--- src/hdl/bcic_pkg.sv ---
// ----------------------------------------------------------------------------
// bcic_pkg
// Shared types and constants of the planar to chunky converter.
// ----------------------------------------------------------------------------
package bcic_pkg;

    localparam int PIXELS      = 8;
    localparam int PLANE_BYTES = 8;
    localparam int IDX_W       = 8;
    localparam int SEL_W       = 3;
    localparam int COLOR_W     = 32;
    localparam int CNT_W       = 4;
    localparam int CFG_DATA_W  = 8;

    localparam int DEF_COLOR_ENTRIES = 256;
    localparam int DEF_MAX_PLANES    = 8;

    // Depth of the queue between the front and back parts.
    localparam int QUEUE_DEPTH = 2;

    localparam logic OP_WRITE   = 1'b0;
    localparam logic OP_CONVERT = 1'b1;

    typedef enum logic [1:0] {
        CFG_PLANE_COUNT  = 2'd0,
        CFG_PLANE_PICK   = 2'd1,
        CFG_PLANE_ON_OFF = 2'd2,
        CFG_COLOR_MASK   = 2'd3
    } t_cfg_index;

    localparam logic [CNT_W-1:0] RST_PLANE_COUNT  = 4'd2;
    localparam logic [IDX_W-1:0] RST_PLANE_PICK   = 8'd3;
    localparam logic [IDX_W-1:0] RST_PLANE_ON_OFF = 8'd0;
    localparam logic [IDX_W-1:0] RST_COLOR_MASK   = 8'hFF;

    typedef struct packed {
        logic [CNT_W-1:0] plane_count;
        logic [IDX_W-1:0] plane_pick;
        logic [IDX_W-1:0] plane_on_off;
        logic [IDX_W-1:0] color_mask;
    } t_cfg;

    // One classified request. For a table write, idx[0] holds the entry.
    typedef struct packed {
        logic                         op;
        logic [PIXELS-1:0][IDX_W-1:0] idx;
        logic [COLOR_W-1:0]           value;
    } t_item;

endpackage

--- src/hdl/bcic_front.sv ---
// ----------------------------------------------------------------------------
// bcic_front
// Accepts requests and turns a convert request into eight masked indices.
// ----------------------------------------------------------------------------
module bcic_front import bcic_pkg::*; #(
    parameter int MAX_PLANES = DEF_MAX_PLANES
) (
    input  t_cfg                               i_cfg,
    input  logic                               i_push,
    input  logic                               i_full,
    input  logic                               i_op,
    input  logic [IDX_W-1:0]                   i_entry_index,
    input  logic [COLOR_W-1:0]                 i_entry_value,
    input  logic [PLANE_BYTES-1:0][IDX_W-1:0]  i_plane_bytes,
    output logic                               o_q_push,
    output t_item                              o_item
);

    logic [CNT_W-1:0]                 planes;
    logic [CNT_W-1:0]                 rank;
    logic [IDX_W-1:0]                 take;
    logic [IDX_W-1:0][SEL_W-1:0]      sel;
    logic [IDX_W-1:0]                 base;
    logic [PIXELS-1:0][IDX_W-1:0]     pix_idx;

    assign o_q_push = i_push && !i_full;

    // Stored planes are handed out in order to the picked bits, lowest first,
    // until the plane count is used up.
    always_comb begin
        planes = (i_cfg.plane_count > CNT_W'(MAX_PLANES)) ? CNT_W'(MAX_PLANES)
                                                          : i_cfg.plane_count;
        rank = '0;
        for (int b = 0; b < IDX_W; b++) begin
            sel[b]  = rank[SEL_W-1:0];
            take[b] = i_cfg.plane_pick[b] && (rank < planes);
            if (i_cfg.plane_pick[b]) begin
                rank = rank + CNT_W'(1);
            end
        end
    end

    assign base = i_cfg.plane_on_off & ~i_cfg.plane_pick;

    always_comb begin
        for (int p = 0; p < PIXELS; p++) begin
            for (int b = 0; b < IDX_W; b++) begin
                pix_idx[p][b] = take[b] ? i_plane_bytes[sel[b]][PIXELS-1-p] : base[b];
            end
            pix_idx[p] = pix_idx[p] & i_cfg.color_mask;
        end
    end

    always_comb begin
        o_item.op    = i_op;
        o_item.value = i_entry_value;
        o_item.idx   = pix_idx;
        if (i_op == OP_WRITE) begin
            o_item.idx[0] = i_entry_index;
        end
    end

endmodule

--- config.mk ---
export PLATFORM = sky130hd
export DESIGN_NAME = bcic_front
export DESIGN_NICKNAME = d
export VERILOG_FILES = /design/src/hdl/bcic_pkg.sv /design/src/hdl/bcic_front.sv
export SDC_FILE = /design/constraint.sdc
export NUM_CORES = 1
export LEC_CHECK = 0
export BUFFER_PORTS_ARGS = -buffer_cell sky130_fd_sc_hd__buf_2
export CORE_MARGIN = 4
export CORE_UTILIZATION = 25
export DETAILED_ROUTE_END_ITERATION = 12
export PLACE_DENSITY_LB_ADDON = 0.05
export SLEW_MARGIN = 30
export SYNTH_ARGS = -nofsm -noshare
export SYNTH_HDL_FRONTEND = slang
export SYNTH_SLANG_ARGS = --single-unit
--- constraint.sdc ---
create_clock -name vclk -period 14.3
set_input_delay 2.86 -clock vclk [all_inputs]
set_output_delay 2.86 -clock vclk [all_outputs]
set_load 0.02 [all_outputs]
==> impl_metrics.env, run 1 <==
export IMPL_hold_viol_final=0
export IMPL_core_area_sq_um=18100
export IMPL_overflow=0
export IMPL_post_cts_buffers=0
export IMPL_fp_row_count=49
export IMPL_max_clock_freq_ghz=0.0835
export IMPL_fin_nets=777
export IMPL_firstDrtPassIters=5
export IMPL_grt_use_total_pct=19.4
export IMPL_worst_pin_slew_ps=898
export IMPL_layout_cells_non_filler=848
export IMPL_rsz0062_at_grt="false"
export IMPL_drive_gt1_share_pct=38.9
export IMPL_drv_slew=0
export IMPL_arrival_ps=9120
export IMPL_period_needed_ps=11980
export IMPL_critical_path_buf_inv_count=7
export IMPL_start_util_pct=25.6
export IMPL_clock_buffers=0
export IMPL_route_detailed_drc=0
export IMPL_syn_cell_area_sq_um=4640
export IMPL_crit_type="input pin to primary output"
export IMPL_crit_family="adder cells"
export IMPL_dp_hpwl_mm=16.4
export IMPL_wire_per_inst_um=24.9
export IMPL_dp_cells=848
export IMPL_dr_total_vias=4743
export IMPL_max_stage_delay_ps=760
export IMPL_maxSlewHeadroom_pct=39.7
export IMPL_grt_pass1_wl_mm=30.8
export IMPL_ant_nets=0
export IMPL_p_leak_nw=2.61
export IMPL_worstPathRequired_ps=11440
export IMPL_critPathCaptureType="primary output"
export IMPL_grt_start_max_net_pins=36
export IMPL_cp_common_cell="ha_1"
export IMPL_cp_slowest_cell="o21ai_1"
export IMPL_design_seq_count=0
export IMPL_p_per_area_nw_per_um2=93.2
export IMPL_synth_seq_area_share_pct=0
export IMPL_die_h_um=144
export IMPL_crit_fanout=17
export IMPL_startpoint_type="input pin"
export IMPL_io_pins=233
export IMPL_setup_viol_count_final=0
export IMPL_post_cts_resized=0
export IMPL_hold_class="input pin to primary output"
export IMPL_yosys_warnings=0
export IMPL_num_fill_cells=1948
export IMPL_ctsHoldBuffers=0
export IMPL_finalSetupTns_ps=0
export IMPL_wl_mm=21.2
export IMPL_grt_antenna_before_repair=0
export IMPL_outcome="finished, final reports clean"
export IMPL_place_congestion=0.861
export IMPL_dieArea_sq_um=20800
export IMPL_syn_inst=513
export IMPL_first_iter_violations=354
export IMPL_diodes=0
export IMPL_die_x_um=144
export IMPL_seq_area_sq_um=0
export IMPL_fin_crit_sh_pct=83.8
export IMPL_syn_to_final_growth_pct=16.1
export IMPL_grt_pass1_vias=4807
export IMPL_syn_num_nets=669
export IMPL_port_buffers=169
export IMPL_synth_distinct_cells=53
export IMPL_ir_drop_mv=0.0318
export IMPL_max_cap_viol_count=0
export IMPL_vias_per_cell=5.59
export IMPL_syn_avg_cell_area_sq_um=9.04
[worst paths after layout]
check | start | to | slack, ps | depth (start not counted)
setup / recovery | i_cfg[16] | o_item[39] | 2320 | 27
hold / removal | i_entry_value[10] | o_item[10] | 5720 | 0
[kinds of logic after synthesis]
group | count (synthesis) | share of synthesized area [%]
compound gates | 112 | 15.4
other cells | 1 | 0.0809
mux | 178 | 51.9
buf+inv | 84 | 11.4
simple gates | 104 | 10.7
fa+ha+maj | 21 | 5.66
xor+xnor | 13 | 4.86
[synth_stat cells (all sizes together) (10+ instances only)]
cell | number | area (sq um)
a31oi | 14 | 87.6
nand2 | 55 | 206
ha | 21 | 263
nor2b | 17 | 106
a21oi | 42 | 210
nor2 | 13 | 48.8
inv | 12 | 52.6
mux4 | 49 | 1110
buf | 61 | 434
mux2i | 126 | 1260
clkbuf | 10 | 37.5
[layer usage]
| layer | vias up | global-route usage (%) | share of wire, % |
|---|---|---|---|
| li1 | 2165 | - | - |
| met1 | 2321 | 29.0 | 47 |
| met2 | 230 | 31.4 | 45 |
| met3 | 27 | 1.92 | 6.8 |
| met4 | 0 | 1.67 | 1.2 |
| met5 | - | 0 | 0 |
[metrics by stage]
step	power (W)	hold slack (ps)	area [sq um]	worst slack (ps)	util, %
3_5_place_dp	0.000500	5720	5380	2270	29.8
2_1_floorplan	0.000376	5800	4640	1300	-
5_1_grt	0.000538	5720	5390	1770	29.8
3_3_place_gp	0.000500	5720	5380	2220	29.7
4_1_cts	0.000502	5720	5380	2260	29.8
6_report	0.000502	5720	5390	2320	29.8
[area by class of cell]
class                      instances  area (sq um)  share of cell area, %
timing repair buffer             177           906                   16.8
inverter                          13          56.3                   1.05
tap                              229           287                   5.32
multi-input combinational        429          4140                   76.8
[power by group]
| part | switching [W] | internal (W) |
|---|---|---|
| registers | 0 | 0 |
| logic | 0.000289 | 0.000213 |
| clock network | 0 | 0 |
[layout by cell type (no fill, tap or decap), types with 2 or more instances in the layout]
master | netlist | layout
a21boi_0 | 9 | 9
a21o_1 | 2 | 2
a21oi_1 | 42 | 42
a221o_1 | 7 | 7
a31oi_1 | 14 | 14
and3_1 | 2 | 2
buf_2 | 14 | 169
buf_4 | 38 | 8
ha_1 | 21 | 21
inv_1 | 10 | 10
mux2_2 | 3 | 3
mux2i_1 | 126 | 126
mux4_1 | 2 | 2
mux4_2 | 47 | 47
nand2_1 | 55 | 55
nand2b_1 | 7 | 7
nand3_1 | 2 | 2
nor2_1 | 13 | 13
nor2b_1 | 17 | 17
o211ai_1 | 2 | 2
o21a_1 | 6 | 6
o21ai_0 | 4 | 4
o21ai_1 | 5 | 4
o22ai_1 | 8 | 8
o2bb2ai_1 | 3 | 3
o31a_1 | 2 | 2
o31ai_1 | 4 | 4
xnor2_1 | 4 | 4
xnor2_4 | 3 | 4
xor2_2 | 1 | 2
(Power assumes the default switching activity.)
==> run 2: changes to the inputs <==
==> constraint.sdc (replaced) <==
create_clock -name vclk -period 9.7
set_input_delay 1.94 -clock vclk [all_inputs]
set_output_delay 1.94 -clock vclk [all_outputs]
set_load 0.02 [all_outputs]
==> run 2 against run 1 <==
  * Count of clock-buffer cells in the layout is the same
  * Die area is the same
  * Critical path type unchanged
  * Worst setup slack got worse by 1700 ps
  * Global-route usage decreased by 0.75 points
  * Routed wire length is 2.5% lower
  * Cell count up 1.1%
  * Combinational power increased by 47%
==> impl_metrics.env, run 2 (same netlist as run 1, synthesis figures left out) <==
export IMPL_outcome="finished, final reports clean"
export IMPL_place_congestion=0.841
export IMPL_fp_row_count=49
export IMPL_drv_slew=0
export IMPL_crit_family="buffers and inverters"
export IMPL_dieArea_sq_um=20800
export IMPL_cp_common_cell="ha_1"
export IMPL_critical_path_buf_inv_count=8
export IMPL_post_cts_buffers=0
export IMPL_max_stage_delay_ps=330
export IMPL_dr_total_vias=4781
export IMPL_finalSetupTns_ps=0
export IMPL_power_internal_w=0.000324
export IMPL_seq_area_sq_um=0
export IMPL_grt_antenna_before_repair=0
export IMPL_wl_mm=20.6
export IMPL_layout_commonest_cell="buf_2"
export IMPL_maxSlewHeadroom_pct=46.1
export IMPL_max_cap_viol_count=0
export IMPL_p_leak_nw=2.66
export IMPL_layout_common_cells="169 x buf_2, 126 x mux2i_1, 54 x nand2_1"
export IMPL_clkPwrFrac_pct=0
export IMPL_io_pins=233
export IMPL_max_clock_freq_ghz=0.110
export IMPL_hold_class="input pin to primary output"
export IMPL_crit_fanout=24
export IMPL_wire_per_inst_um=24.1
export IMPL_sw_frac_of_total_pct=56.2
export IMPL_wl_met1_mm=8.70
export IMPL_setup_viol_count_final=0
export IMPL_rsz0062_at_grt="false"
export IMPL_firstDrtPassIters=4
export IMPL_p_per_area_nw_per_um2=135
export IMPL_power_share_sequential_pct=0
export IMPL_grt_start_max_net_pins=35
export IMPL_port_buffers=169
export IMPL_die_x_um=144
export IMPL_clock_buffers=0
export IMPL_wl_met2_mm=10.1
export IMPL_multi_input_area_sq_um=4160
export IMPL_top_layer_used="met4"
export IMPL_post_cts_resized=0
export IMPL_arrival_ps=7130
export IMPL_first_iter_violations=230
export IMPL_vias_per_cell=5.58
export IMPL_cp_slowest_cell="o21ai_1"
export IMPL_grt_pass1_vias=4849
export IMPL_fin_crit_sh_pct=93.5
export IMPL_syn_to_final_growth_pct=18.1
export IMPL_core_area_sq_um=18100
export IMPL_die_h_um=144
export IMPL_power_frac_comb_pct=100.0
export IMPL_num_fill_cells=1961
export IMPL_ir_drop_mv=0.0650
export IMPL_critPathCaptureType="primary output"
export IMPL_route_detailed_drc=0
export IMPL_diodes=0
export IMPL_grt_use_total_pct=18.6
export IMPL_ctsHoldBuffers=0
export IMPL_worst_pin_slew_ps=802
export IMPL_drive_gt1_share_pct=40.8
export IMPL_worstPathRequired_ps=7760
export IMPL_period_needed_ps=9070
export IMPL_design_seq_count=0
export IMPL_ant_nets=0
export IMPL_power_switching_w=0.000415
export IMPL_fin_nets=786
export IMPL_start_util_pct=25.6
export IMPL_hold_viol_final=0
export IMPL_grt_pass1_wl_mm=29.8
export IMPL_overflow=0
export IMPL_dp_hpwl_mm=16.4
export IMPL_startpoint_type="input pin"
export IMPL_power_w=0.000739
export IMPL_crit_type="input pin to primary output"
export IMPL_dr_wl_met3_mm=1.18
run 2: path summary, 6_finish.rpt:
path / start / cells after the start / endpoint / slack [ps]
max: i_cfg[16] / 28 / o_item[39] / 630
min: i_entry_value[11] / 0 / o_item[11] / 3880
run 2: layout make-up:
| type | count | area share [%] |
|---|---|---|
| Multi-Input combinational cell | 429 | 76.0 |
| Timing Repair Buffer | 186 | 17.8 |
| Tap cell | 229 | 5.23 |
| Inverter | 13 | 1.05 |
run 2: layer usage:
layer,track usage (%),vias up
li1,-,2178
met1,25.2,2394
met2,32.6,179
met3,1.12,30
met4,4.42,0
met5,0,-
run 2: per-stage QoR:
stage	setup slack (ps)	cells	hold WS [ps]	cell area (sq um)	utilization [%]
after detailed placement	417	857	3880	5470	30.3
after CTS	406	857	3880	5470	30.3
after global routing	189	857	3880	5480	30.3
after global placement	573	857	3880	5470	30.2
final	627	857	3880	5480	30.3
after floorplan	22.5	513	3960	4670	-
run 2: power by group through the flow:
stage	Sequential [W]	Combinational (W)	Clock, W
final	0	0.000739	0
after global routing	0	0.000799	0
after CTS	0	0.000743	0
after detailed placement	0	0.000741	0
after global placement	0	0.000735	0
after floorplan	0	0.000561	0
