==> src/hdl/bcic_pkg.sv <==
// ----------------------------------------------------------------------------
// bcic_pkg
// Shared types and constants of the planar to chunky converter.
// ----------------------------------------------------------------------------
package bcic_pkg;

    localparam int PIXELS      = 8;
    localparam int PLANE_BYTES = 8;
    localparam int IDX_W       = 8;
    localparam int SEL_W       = 3;
    localparam int COLOR_W     = 32;
    localparam int CNT_W       = 4;
    localparam int CFG_DATA_W  = 8;

    localparam int DEF_COLOR_ENTRIES = 256;
    localparam int DEF_MAX_PLANES    = 8;

    // Depth of the queue between the front and back parts.
    localparam int QUEUE_DEPTH = 2;

    localparam logic OP_WRITE   = 1'b0;
    localparam logic OP_CONVERT = 1'b1;

    typedef enum logic [1:0] {
        CFG_PLANE_COUNT  = 2'd0,
        CFG_PLANE_PICK   = 2'd1,
        CFG_PLANE_ON_OFF = 2'd2,
        CFG_COLOR_MASK   = 2'd3
    } t_cfg_index;

    localparam logic [CNT_W-1:0] RST_PLANE_COUNT  = 4'd2;
    localparam logic [IDX_W-1:0] RST_PLANE_PICK   = 8'd3;
    localparam logic [IDX_W-1:0] RST_PLANE_ON_OFF = 8'd0;
    localparam logic [IDX_W-1:0] RST_COLOR_MASK   = 8'hFF;

    typedef struct packed {
        logic [CNT_W-1:0] plane_count;
        logic [IDX_W-1:0] plane_pick;
        logic [IDX_W-1:0] plane_on_off;
        logic [IDX_W-1:0] color_mask;
    } t_cfg;

    // One classified request. For a table write, idx[0] holds the entry.
    typedef struct packed {
        logic                         op;
        logic [PIXELS-1:0][IDX_W-1:0] idx;
        logic [COLOR_W-1:0]           value;
    } t_item;

endpackage

==> src/hdl/bcic_queue.sv <==
// ----------------------------------------------------------------------------
// bcic_queue
// Short first-in first-out queue between the front and back parts.
// ----------------------------------------------------------------------------
module bcic_queue import bcic_pkg::*; (
    input  logic  i_clk,
    input  logic  i_rst_n,
    input  logic  i_push,
    input  t_item i_item,
    input  logic  i_pop,
    output logic  o_full,
    output logic  o_valid,
    output t_item o_item
);

    localparam int PTR_W = (QUEUE_DEPTH > 1) ? $clog2(QUEUE_DEPTH) : 1;
    localparam int CNT_Q = $clog2(QUEUE_DEPTH + 1);

    t_item              r_slot [QUEUE_DEPTH];
    logic [PTR_W-1:0]   r_wr_ptr, n_wr_ptr;
    logic [PTR_W-1:0]   r_rd_ptr, n_rd_ptr;
    logic [CNT_Q-1:0]   r_count, n_count;

    assign o_full  = (r_count == CNT_Q'(QUEUE_DEPTH));
    assign o_valid = (r_count != '0);
    assign o_item  = r_slot[r_rd_ptr];

    always_comb begin
        n_wr_ptr = r_wr_ptr;
        n_rd_ptr = r_rd_ptr;
        n_count  = r_count;
        if (i_push) begin
            n_wr_ptr = (r_wr_ptr == PTR_W'(QUEUE_DEPTH - 1)) ? '0 : r_wr_ptr + PTR_W'(1);
        end
        if (i_pop) begin
            n_rd_ptr = (r_rd_ptr == PTR_W'(QUEUE_DEPTH - 1)) ? '0 : r_rd_ptr + PTR_W'(1);
        end
        if (i_push && !i_pop) begin
            n_count = r_count + CNT_Q'(1);
        end else if (!i_push && i_pop) begin
            n_count = r_count - CNT_Q'(1);
        end
    end

    always_ff @(posedge i_clk) begin
        if (!i_rst_n) begin
            r_wr_ptr <= '0;
            r_rd_ptr <= '0;
            r_count  <= '0;
        end else begin
            r_wr_ptr <= n_wr_ptr;
            r_rd_ptr <= n_rd_ptr;
            r_count  <= n_count;
        end
    end

    always_ff @(posedge i_clk) begin
        if (i_push) begin
            r_slot[r_wr_ptr] <= i_item;
        end
    end

endmodule

==> config.mk <==
export PLATFORM = sky130hd
export DESIGN_NAME = bcic_queue
export DESIGN_NICKNAME = d
export VERILOG_FILES = /design/src/hdl/bcic_pkg.sv /design/src/hdl/bcic_queue.sv
export SDC_FILE = /design/constraint.sdc
export NUM_CORES = 1
export LEC_CHECK = 0
export ABC_CLOCK_PERIOD_IN_PS = 14800
export BUFFER_PORTS_ARGS = -buffer_cell sky130_fd_sc_hd__buf_2
export CAP_MARGIN = 20
export CORE_MARGIN = 4
export CORE_UTILIZATION = 58
export CTS_BUF_LIST = sky130_fd_sc_hd__clkbuf_8
export DETAILED_ROUTE_END_ITERATION = 8
export PLACE_DENSITY = 0.87
export SLEW_MARGIN = 20
export SYNTH_ARGS = -nofsm -noshare
export SYNTH_HDL_FRONTEND = slang
export SYNTH_SLANG_ARGS = --single-unit
==> constraint.sdc <==
create_clock -name i_clk -period 14.8 [get_ports i_clk]
set_input_delay 0.74 -clock i_clk [delete_from_list [all_inputs] [get_ports i_clk]]
set_output_delay 0.74 -clock i_clk [all_outputs]
set_load 0.01 [all_outputs]
==> results.toml, run 1 <==
[synthesis]
synth.avg_cell_area_um2 = 22.6
yosysWarnings = 0
synth_seq_area_share_pct = 80.8
yosysTopAreaCell = "edfxtp_1"
yosys-top-cells-area = "edfxtp_1 79%, mux2_2 10%, mux2_4 6.1%"
syn_nets = 426
synth-seq-cells = 199
netlist-cell-type-count = 17
syn_inst = 324
synth_area_mm2 = 0.00734
synth_top_area_share_pct = 79.4

[floorplan]
ios = 200
start_util_pct = 60.1
die_x_um = 120
rows = 40
coreArea_mm2 = 0.0122
dieHeight_um = 120
dieArea_mm2 = 0.0145

[global_route]
grt_pass1_vias = 4106
grt_first_pass_wirelength_um = 20600
grtUsageMet2_pct = 32.7
busiest_layer = "met2"
grtUsageTotal_pct = 18.8
grt_max_degree = 66
antenna_found_initial = 0
grt_use_met1_pct = 22.0
gr-total-overflow = 0
grt.met3_usage_pct = 6.88

[pwr]
fin_total_pwr_mw = 1.14
comb_power_share_pct = 11.2
seqPwrFrac_pct = 58.2
p_clk_share_pct = 30.5
p_leak_nw = 3.41
swShare_pct = 21.4
power.switching_uw = 243
intPower_uw = 893
max-vdd-ir-drop_mv = 0.0906
p_per_area_mw_per_mm2 = 128

[clock_tree]
cts_root_buf = "clkbuf_8"
cts_resized = 0
post-cts-setup-buffer-count = 0
ctsHtreeMaxLevel = 4
clock_sinks = 199
clk_pin_slew_ns = 0.09
insertion_delay_ns = 0.45
cts_buffer_depth = 2
cts_hold_buf = 0
cts_tree = "built"
cts_buffers = 17

[sta]
period_needed_ns = 3.32
skew_ns = 0.00907
rsz0062_at_grt = "false"
setup_viol = 0
report.final.slew_viol_count = 0
relSlewSlack_pct = 36.6
finalCritPeriodShare_pct = 22.4
fmax_ghz = 0.301
hold_violations = 0
hold_ws_ns = 0.477
fin_tns_setup_ns = 0
worstMarginPinSlew_ns = 0.951

[critical_path]
crit_path_start_kind = "register"
required_ns = 14.06
cp_data_arrival_time_ns = 2.58
worstSetupPathType = "reg2out"
path_max_fanout = 65
endpoint_kind = "output pin"

[layout]
diodes = 0
syn2layout_area_growth_pct = 21.3
nets = 637
layout-drive-gt1-share_pct = 60.0
design_area_mm2 = 0.00890

[job]
cap_violations = 0

[route]
wl_um = 13200
vias_per_cell = 5.18
drt_iter0_drc = 202
avgRoutedWirePerCell_um = 18.4
drtAntennaViolNets = 0
drc = 0
firstDrtPassIters = 4
vias = 3701

[placement]
portBuffers = 199
place_area_mm2 = 0.00850
dp_hpwl_um = 8940
gp_congestion = 0.769

[run_status]
status = "finished, final reports clean"

[hold_path]
hold_class = "in2reg"
critical path: stages (launching register included):
cell     delay, ns
dfxtp_4       0.68
buf_4         0.77
mux2_2        0.43
buf_2         0.14
cell type report:
type	count	area [um2]
inverters	1	3.75
well taps	168	210
clock buffers	17	234
fillers	756	3310
flip-flops and latches	199	5930
repair buffers	203	1030
clock inverters	14	166
multi-input cells	113	1330
power by group through the flow:
| stage | Combinational (mW) | Clock (mW) | Sequential [mW] |
|---|---|---|---|
| after CTS | 0.130 | 0.353 | 0.662 |
| final | 0.128 | 0.347 | 0.662 |
| after detailed placement | 0.129 | 0 | 0.675 |
| after global routing | 0.138 | 0.383 | 0.665 |
| after floorplan | 0.0796 | 0 | 0.671 |
| after global placement | 0.125 | 0 | 0.673 |
layout by cell type (no fill, tap or decap):
cell type | synthesis | layout
edfxtp_1 | 194 | 194
clkinvlp_4 | 0 | 2
xor2_1 | 2 | 2
nor2b_4 | 0 | 1
clkinv_2 | 0 | 1
clkbuf_8 | 0 | 17
o21ai_0 | 1 | 1
and2_1 | 4 | 3
xnor2_1 | 1 | 1
buf_2 | 6 | 199
or2_2 | 1 | 1
dfxtp_4 | 0 | 1
buf_4 | 0 | 4
mux2_4 | 30 | 30
dfxtp_1 | 5 | 4
inv_1 | 1 | 3
mux2_2 | 67 | 67
o21a_1 | 1 | 1
bufinv_16 | 0 | 4
or3_1 | 1 | 1
nor2b_1 | 3 | 2
clkinv_1 | 0 | 5
a21boi_1 | 1 | 1
ha_1 | 1 | 1
and2_4 | 0 | 1
synthesized netlist by cell type (all sizes together):
| library cell | count |
|---|---|
| xor2 | 2 |
| edfxtp | 194 |
| buf | 11 |
| or2 | 1 |
| ha | 1 |
| o21ai | 1 |
| a21boi | 1 |
| inv | 1 |
| and2 | 4 |
| dfxtp | 5 |
| or3 | 1 |
| mux2 | 97 |
| xnor2 | 1 |
| nor2b | 3 |
| o21a | 1 |
flip-flops by register name (all words and copies together), names as in the netlist, named ones only:
signal / cells
r_rd_ptr: 1
r_wr_ptr: 1
r_slot: 194
r_count: 2
cell families (layout without fill, tap and decap cells):
family,Yosys count,count (layout),share of synthesized area [%]
DFF,199,199,80.8
muxes,97,97,16.4
buffers and inverters,12,235,1.23
and+or+nand+nor,9,9,0.768
AOI/OAI and AO/OA,3,3,0.273
xor gates and xnor gates,3,3,0.358
adders and majority gates,1,1,0.171
stage by stage:
stage               cells  setup slack [ns]  util, %
floorplan             324              9.24        -
global placement      684             11.97     69.6
detailed placement    684             11.94     69.6
CTS                   715             11.44     72.9
global route          715             11.32     72.9
finish                715             11.48     72.9
path summary, 6_finish.rpt:
| kind | start | endpoint | slack, ns | depth (start not counted) |
|---|---|---|---|---|
| setup / recovery | register | o_item[84] | 11.48 | 3 |
| hold / removal | i_item[85] | r_slot[1][85] | 0.48 | 1 |
| setup reg to reg | r_wr_ptr | r_slot[1][26] | 12.73 | 2 |
| hold reg to reg | r_count[1] | r_count[1] | 0.50 | 2 |
routing by layer:
metal  part of all wire, %  vias to the layer above
li1                      -                     1697
met1                    39                     1844
met2                    52                      150
met3                   8.1                       10
met4                  0.77                        0
met5                     0                        -
(Power assumes the default switching activity.)
==> run 2: changes to the inputs <==
--- a/config.mk
+++ b/config.mk
@@ -5,14 +5,15 @@
 export SDC_FILE = /design/constraint.sdc
 export NUM_CORES = 1
 export LEC_CHECK = 0
-export ABC_CLOCK_PERIOD_IN_PS = 14800
+export ABC_AREA = 1
+export ABC_CLOCK_PERIOD_IN_PS = 3400
 export BUFFER_PORTS_ARGS = -buffer_cell sky130_fd_sc_hd__buf_2
 export CAP_MARGIN = 20
 export CORE_MARGIN = 4
-export CORE_UTILIZATION = 58
+export CORE_UTILIZATION = 54
 export CTS_BUF_LIST = sky130_fd_sc_hd__clkbuf_8
 export DETAILED_ROUTE_END_ITERATION = 8
-export PLACE_DENSITY = 0.87
+export PLACE_DENSITY = 0.82
 export SLEW_MARGIN = 20
 export SYNTH_ARGS = -nofsm -noshare
 export SYNTH_HDL_FRONTEND = slang
==> constraint.sdc (replaced) <==
create_clock -name i_clk -period 3.4 [get_ports i_clk]
set_input_delay 0.17 -clock i_clk [delete_from_list [all_inputs] [get_ports i_clk]]
set_output_delay 0.17 -clock i_clk [all_outputs]
set_load 0.01 [all_outputs]
==> run 2 against run 1 <==
Effect of this change: flip-flop and latch count did not move; critical endpoint is now o_item[44]; design area up 11%; routed wire length up 16%; largest cell class unchanged; sequential power rose to 4.4 times the previous value; clock power rose to 3.9 times the previous value; worst setup slack got worse by 10 ns; area after synthesis up 0.12%; count of clock-buffer cells in the layout unchanged; non-clock buffer count grew 101.
==> results.toml, run 2 <==
[global_route]
grt_first_pass_wirelength_um = 24300
gr-total-overflow = 0
busiest_layer = "met2"
grt.met3_usage_pct = 7.46
antenna_found_initial = 0
grtUsageTotal_pct = 20.1
grt_max_degree = 98
grtUsageMet2_pct = 35.5
grt_use_met1_pct = 22.3
grt_pass1_vias = 4612

[critical_path]
worstSetupPathType = "reg2out"
r2r_start = "r_wr_ptr"
cp_data_arrival_time_ns = 2.01
rr_endpoint = "r_slot[1][6]"
reg2reg_depth = 3
crit_path_start_kind = "register"
endpoint_kind = "output pin"
path_max_fanout = 31
required_ns = 3.23
reg2reg_slack_ns = 1.69

[synthesis]
synth-edff-count = 194
synth_area_mm2 = 0.00734
ys.flop_type = "edfxtp_1"
yosysWarnings = 0
syn_inst = 337
synth.avg_cell_area_um2 = 21.8
yosys-top-cells-area = "edfxtp_1 79%, mux2_2 10%, mux2_4 6.1%"
synth.top_cells.by_count = "194 x edfxtp_1, 67 x mux2_2, 30 x mux2_4, 9 x nand2_1"
synth-seq-cells = 199
yosysTopAreaCell = "edfxtp_1"
synth.most_common_cell = "edfxtp_1"
netlist-cell-type-count = 14
synth-async-reset-ratio_pct = 0
synth_seq_area_share_pct = 80.7
syn_nets = 439
synth_top_area_share_pct = 79.3

[pwr]
fin_total_pwr_mw = 4.85
max-vdd-ir-drop_mv = 0.367
intPower_mw = 3.74
comb_power_share_pct = 12.5
p_per_area_mw_per_mm2 = 490
p_leak_nw = 3.86
p_clk_share_pct = 28.2
power.switching_mw = 1.11
swShare_pct = 22.9
seqPwrFrac_pct = 59.3

[floorplan]
ios = 200
die_x_um = 125
coreArea_mm2 = 0.0133
dieArea_mm2 = 0.0155
dieHeight_um = 125
start_util_pct = 55.2
rows = 42

[sta]
rsz0062_at_grt = "false"
report.final.slew_viol_count = 0
relSlewSlack_pct = 55.9
setup_viol = 0
skew_ns = 0.0207
period_needed_ns = 2.18
finalCritPeriodShare_pct = 64.0
worstMarginPinSlew_ns = 0.661
fmax_ghz = 0.460
fin_tns_setup_ns = 0
hold_violations = 0

[clock_tree]
ctsHtreeMaxLevel = 4
cts_tree = "built"
cts_buffers = 17
cts_root_buf = "clkbuf_8"
insertion_delay_ns = 0.45
post-cts-setup-buffer-count = 0
clock_sinks = 199
cts_buffer_depth = 2
cts_resized = 0
clk_pin_slew_ns = 0.10

[layout]
syn2layout_area_growth_pct = 34.9
final_cell_mix = "199 x buf_2, 194 x edfxtp_1, 100 x dlygate4sd3_1"
nets = 751
layout-drive-gt1-share_pct = 50.6
diodes = 0
largest_register_ffs = 194
top_regs = "r_slot (194), r_count (2)"
regMostFlops = "r_slot"
fillers = 759
final_common_cell = "buf_2"

[placement]
portBuffers = 199
gp_congestion = 0.740
dp_hpwl_um = 8700

[run_status]
status = "finished, final reports clean"

[route]
drc = 0
vias_per_cell = 5.00
avgRoutedWirePerCell_um = 18.2
vias = 4192
firstDrtPassIters = 4
drtAntennaViolNets = 0
drt_iter0_drc = 265
wl_um = 15300

[hold_path]
hold_class = "in2reg"
hold_end = "r_count[0]"
min_path_cells = 3
min_from = "i_push"

[job]
cap_violations = 0
## run 2: kinds of logic after synthesis
logic type	count (synthesis)	share of synthesized area, %
compound gates	2	0.136
buf+inv	19	1.58
simple gates	19	1.02
flops	199	80.7
mux	97	16.4
fa+ha+maj	1	0.170
## run 2: routing by layer
metal | share of wire (%) | up-vias
li1 | - | 1940
met1 | 37 | 2032
met2 | 53 | 189
met3 | 7.9 | 31
met4 | 2.1 | 0
met5 | 0 | -
## run 2: worst max path at each step
stage / start / end / slack, ns
6_report: register / o_item[44] / 1.22
5_1_grt: register / o_item[26] / 1.08
3_3_place_gp: register / o_item[92] / 1.68
2_1_floorplan: r_wr_ptr / r_slot[0][0] / 0.10
3_5_place_dp: r_wr_ptr / r_slot[1][7] / 1.65
4_1_cts: register / o_item[44] / 1.17
## run 2: final cells by class
class                           count  area [um2]  area share (%)
Clock buffer                       17         234            2.36
Clock inverter                     15         125            1.26
Inverter                            8        32.5           0.328
Multi-Input combinational cell    119        1310            13.2
Sequential cell                   199        5930            59.8
Tap cell                          176         220            2.22
Timing Repair Buffer              304        2060            20.8
## run 2: stage by stage
stage / hold slack (ns) / utilization (%) / instances / setup slack (ns) / cell area [um2]
2_1_floorplan: 0.269 / - / 337 / 0.105 / 7350
3_3_place_gp: 0.357 / 64.3 / 706 / 1.68 / 8550
3_5_place_dp: 0.361 / 64.3 / 706 / 1.65 / 8550
4_1_cts: 0.0837 / 74.5 / 838 / 1.17 / 9910
5_1_grt: 0.107 / 74.5 / 838 / 1.08 / 9910
6_report: 0.138 / 74.5 / 838 / 1.22 / 9910
## run 2: power by group through the flow
stage	logic [mW]	clock network (mW)	registers, mW
floorplan	0.300	0	2.92
global placement	0.499	0	2.92
detailed placement	0.512	0	2.93
CTS	0.604	1.39	2.88
global route	0.653	1.53	2.89
finish	0.608	1.37	2.88
## run 2: what timing repair did
item,4_1_cts,5_1_grt
hold endpoints to repair,199,0
hold buffers,100,0
setup endpoints to repair,0,0
## run 2: critical path: stages (launching register included)
cell and delay, ns:
dfxtp_4 0.55, buf_4 0.45, mux2_2 0.41, buf_2 0.15
==> run 3: changes to the inputs <==
--- a/config.mk
+++ b/config.mk
@@ -5,8 +5,8 @@
 export SDC_FILE = /design/constraint.sdc
 export NUM_CORES = 1
 export LEC_CHECK = 0
-export ABC_AREA = 1
-export ABC_CLOCK_PERIOD_IN_PS = 3400
+export ABC_AREA = 0
+export ABC_CLOCK_PERIOD_IN_PS = 2300
 export BUFFER_PORTS_ARGS = -buffer_cell sky130_fd_sc_hd__buf_2
 export CAP_MARGIN = 20
 export CORE_MARGIN = 4
==> constraint.sdc (replaced) <==
create_clock -name i_clk -period 2.3 [get_ports i_clk]
set_input_delay 0.115 -clock i_clk [delete_from_list [all_inputs] [get_ports i_clk]]
set_output_delay 0.115 -clock i_clk [all_outputs]
set_load 0.01 [all_outputs]
==> run 3 against run 2 <==
Effect of this change: count of clock-buffer cells in the layout did not move; flip-flop and latch count stayed put; register-to-register slack lost 1.2 ns; sequential share of layout area down 0.083 points; non-clock buffer count is the same; largest cell class unchanged; first-iteration DRC count is 15% lower; clock power up 51%; total power is 51% higher.
==> results.toml, run 3 (same netlist as run 1, synthesis figures left out) <==
[sta]
relSlewSlack_pct = 55.0
worstMarginPinSlew_ns = 0.676
fmax_ghz = 0.496
period_needed_ns = 2.02
fin_tns_setup_ns = 0
hold_violations = 0
finalCritPeriodShare_pct = 87.7
skew_ns = 0.0138
rsz0062_at_grt = "false"
setup_viol = 0
setup_ws_ns = 0.284
hold_ws_ns = 0.198
report.final.slew_viol_count = 0

[clock_tree]
cts_buffers = 17
cts_tree = "built"
cts_buffer_depth = 2
cts_root_buf = "clkbuf_8"
cts_hold_buf = 100
clk_pin_slew_ns = 0.08
cts_resized = 0
post-cts-setup-buffer-count = 0
clock_sinks = 199
ctsHtreeMaxLevel = 4
insertion_delay_ns = 0.46

[pwr]
p_per_area_mw_per_mm2 = 736
fin_total_pwr_mw = 7.31
max-vdd-ir-drop_mv = 0.764
p_leak_nw = 3.82

[placement]
dp_hpwl_um = 8560
pre_cts_ws_ns = 0.784
gp_congestion = 0.726
portBuffers = 199

[global_route]
grtUsageTotal_pct = 19.9
grt_use_met1_pct = 24.1
gr-total-overflow = 0
grt_pass1_vias = 4490
grtUsageMet2_pct = 33.4
grt_max_degree = 98
grt_first_pass_wirelength_um = 23900
busiest_layer = "met2"
antenna_found_initial = 1
grt.met3_usage_pct = 6.73

[route]
vias = 4092
vias_per_cell = 4.97
drt_iter0_drc = 225
firstDrtPassIters = 4
avgRoutedWirePerCell_um = 17.9
drtAntennaViolNets = 0
drc = 0
wl_um = 14800

[floorplan]
start_util_pct = 55.2
ios = 200
coreArea_mm2 = 0.0133
rows = 42
dieArea_mm2 = 0.0155
dieHeight_um = 125
die_x_um = 125

[layout]
nets = 738
layout-drive-gt1-share_pct = 51.5
largest_register_ffs = 194
regMostFlops = "r_slot"
syn2layout_area_growth_pct = 35.3
top_regs = "r_slot (194), r_count (2)"
final_common_cell = "buf_2"
final_cell_mix = "199 x buf_2, 194 x edfxtp_1, 100 x dlygate4sd3_1"

[critical_path]
required_ns = 2.18
endpoint_kind = "output pin"
cp_data_arrival_time_ns = 1.90
path_max_fanout = 97
worstSetupPathType = "reg2out"
crit_path_start_kind = "register"

[run_status]
status = "finished, final reports clean"

[hold_path]
hold_class = "in2reg"

[job]
cap_violations = 0
run 3: final timing paths:
kind	slack (ns)	end	from	depth (start not counted)
worst max-delay path	0.28	o_item[23]	register	3
worst min-delay path	0.20	r_count[1]	i_push	4
worst max register to register	0.51	r_wr_ptr	r_wr_ptr	4
worst min register to register	0.52	r_count[1]	r_count[1]	2
run 3: cell type report:
cell class / count / area [um2]
Antenna cell: 1 / 2.50
Clock buffer: 17 / 234
Clock inverter: 13 / 133
Fill cell: 740 / 3370
Inverter: 1 / 3.75
Multi-Input combinational cell: 113 / 1330
Sequential cell: 199 / 5930
Tap cell: 176 / 220
Timing Repair Buffer: 304 / 2070
run 3: worst max-delay path: stages (launching register included):
cell and delay, ns:
dfxtp_4 0.36, buf_12 0.44, mux2_2 0.41, buf_2 0.14
run 3: power breakdown:
part / internal [mW] / switching [mW]
Clock: 0.946 / 1.13
Sequential: 4.18 / 0.0531
Combinational: 0.532 / 0.463
Total: 5.66 / 1.64
run 3: per-layer routing:
metal / wire [um] / vias to the layer above
met2: 7610 / 182
met1: 5730 / 1986
met4: 293 / 0
li1: - / 1899
met3: 1150 / 25
met5: 0 / -
run 3: metrics by stage:
stage	cells	utilization, %	area, um2
finish	824	74.6	9920
global placement	693	64.3	8550
detailed placement	693	64.3	8550
CTS	823	74.6	9920
global route	824	74.6	9920
floorplan	324	-	7340
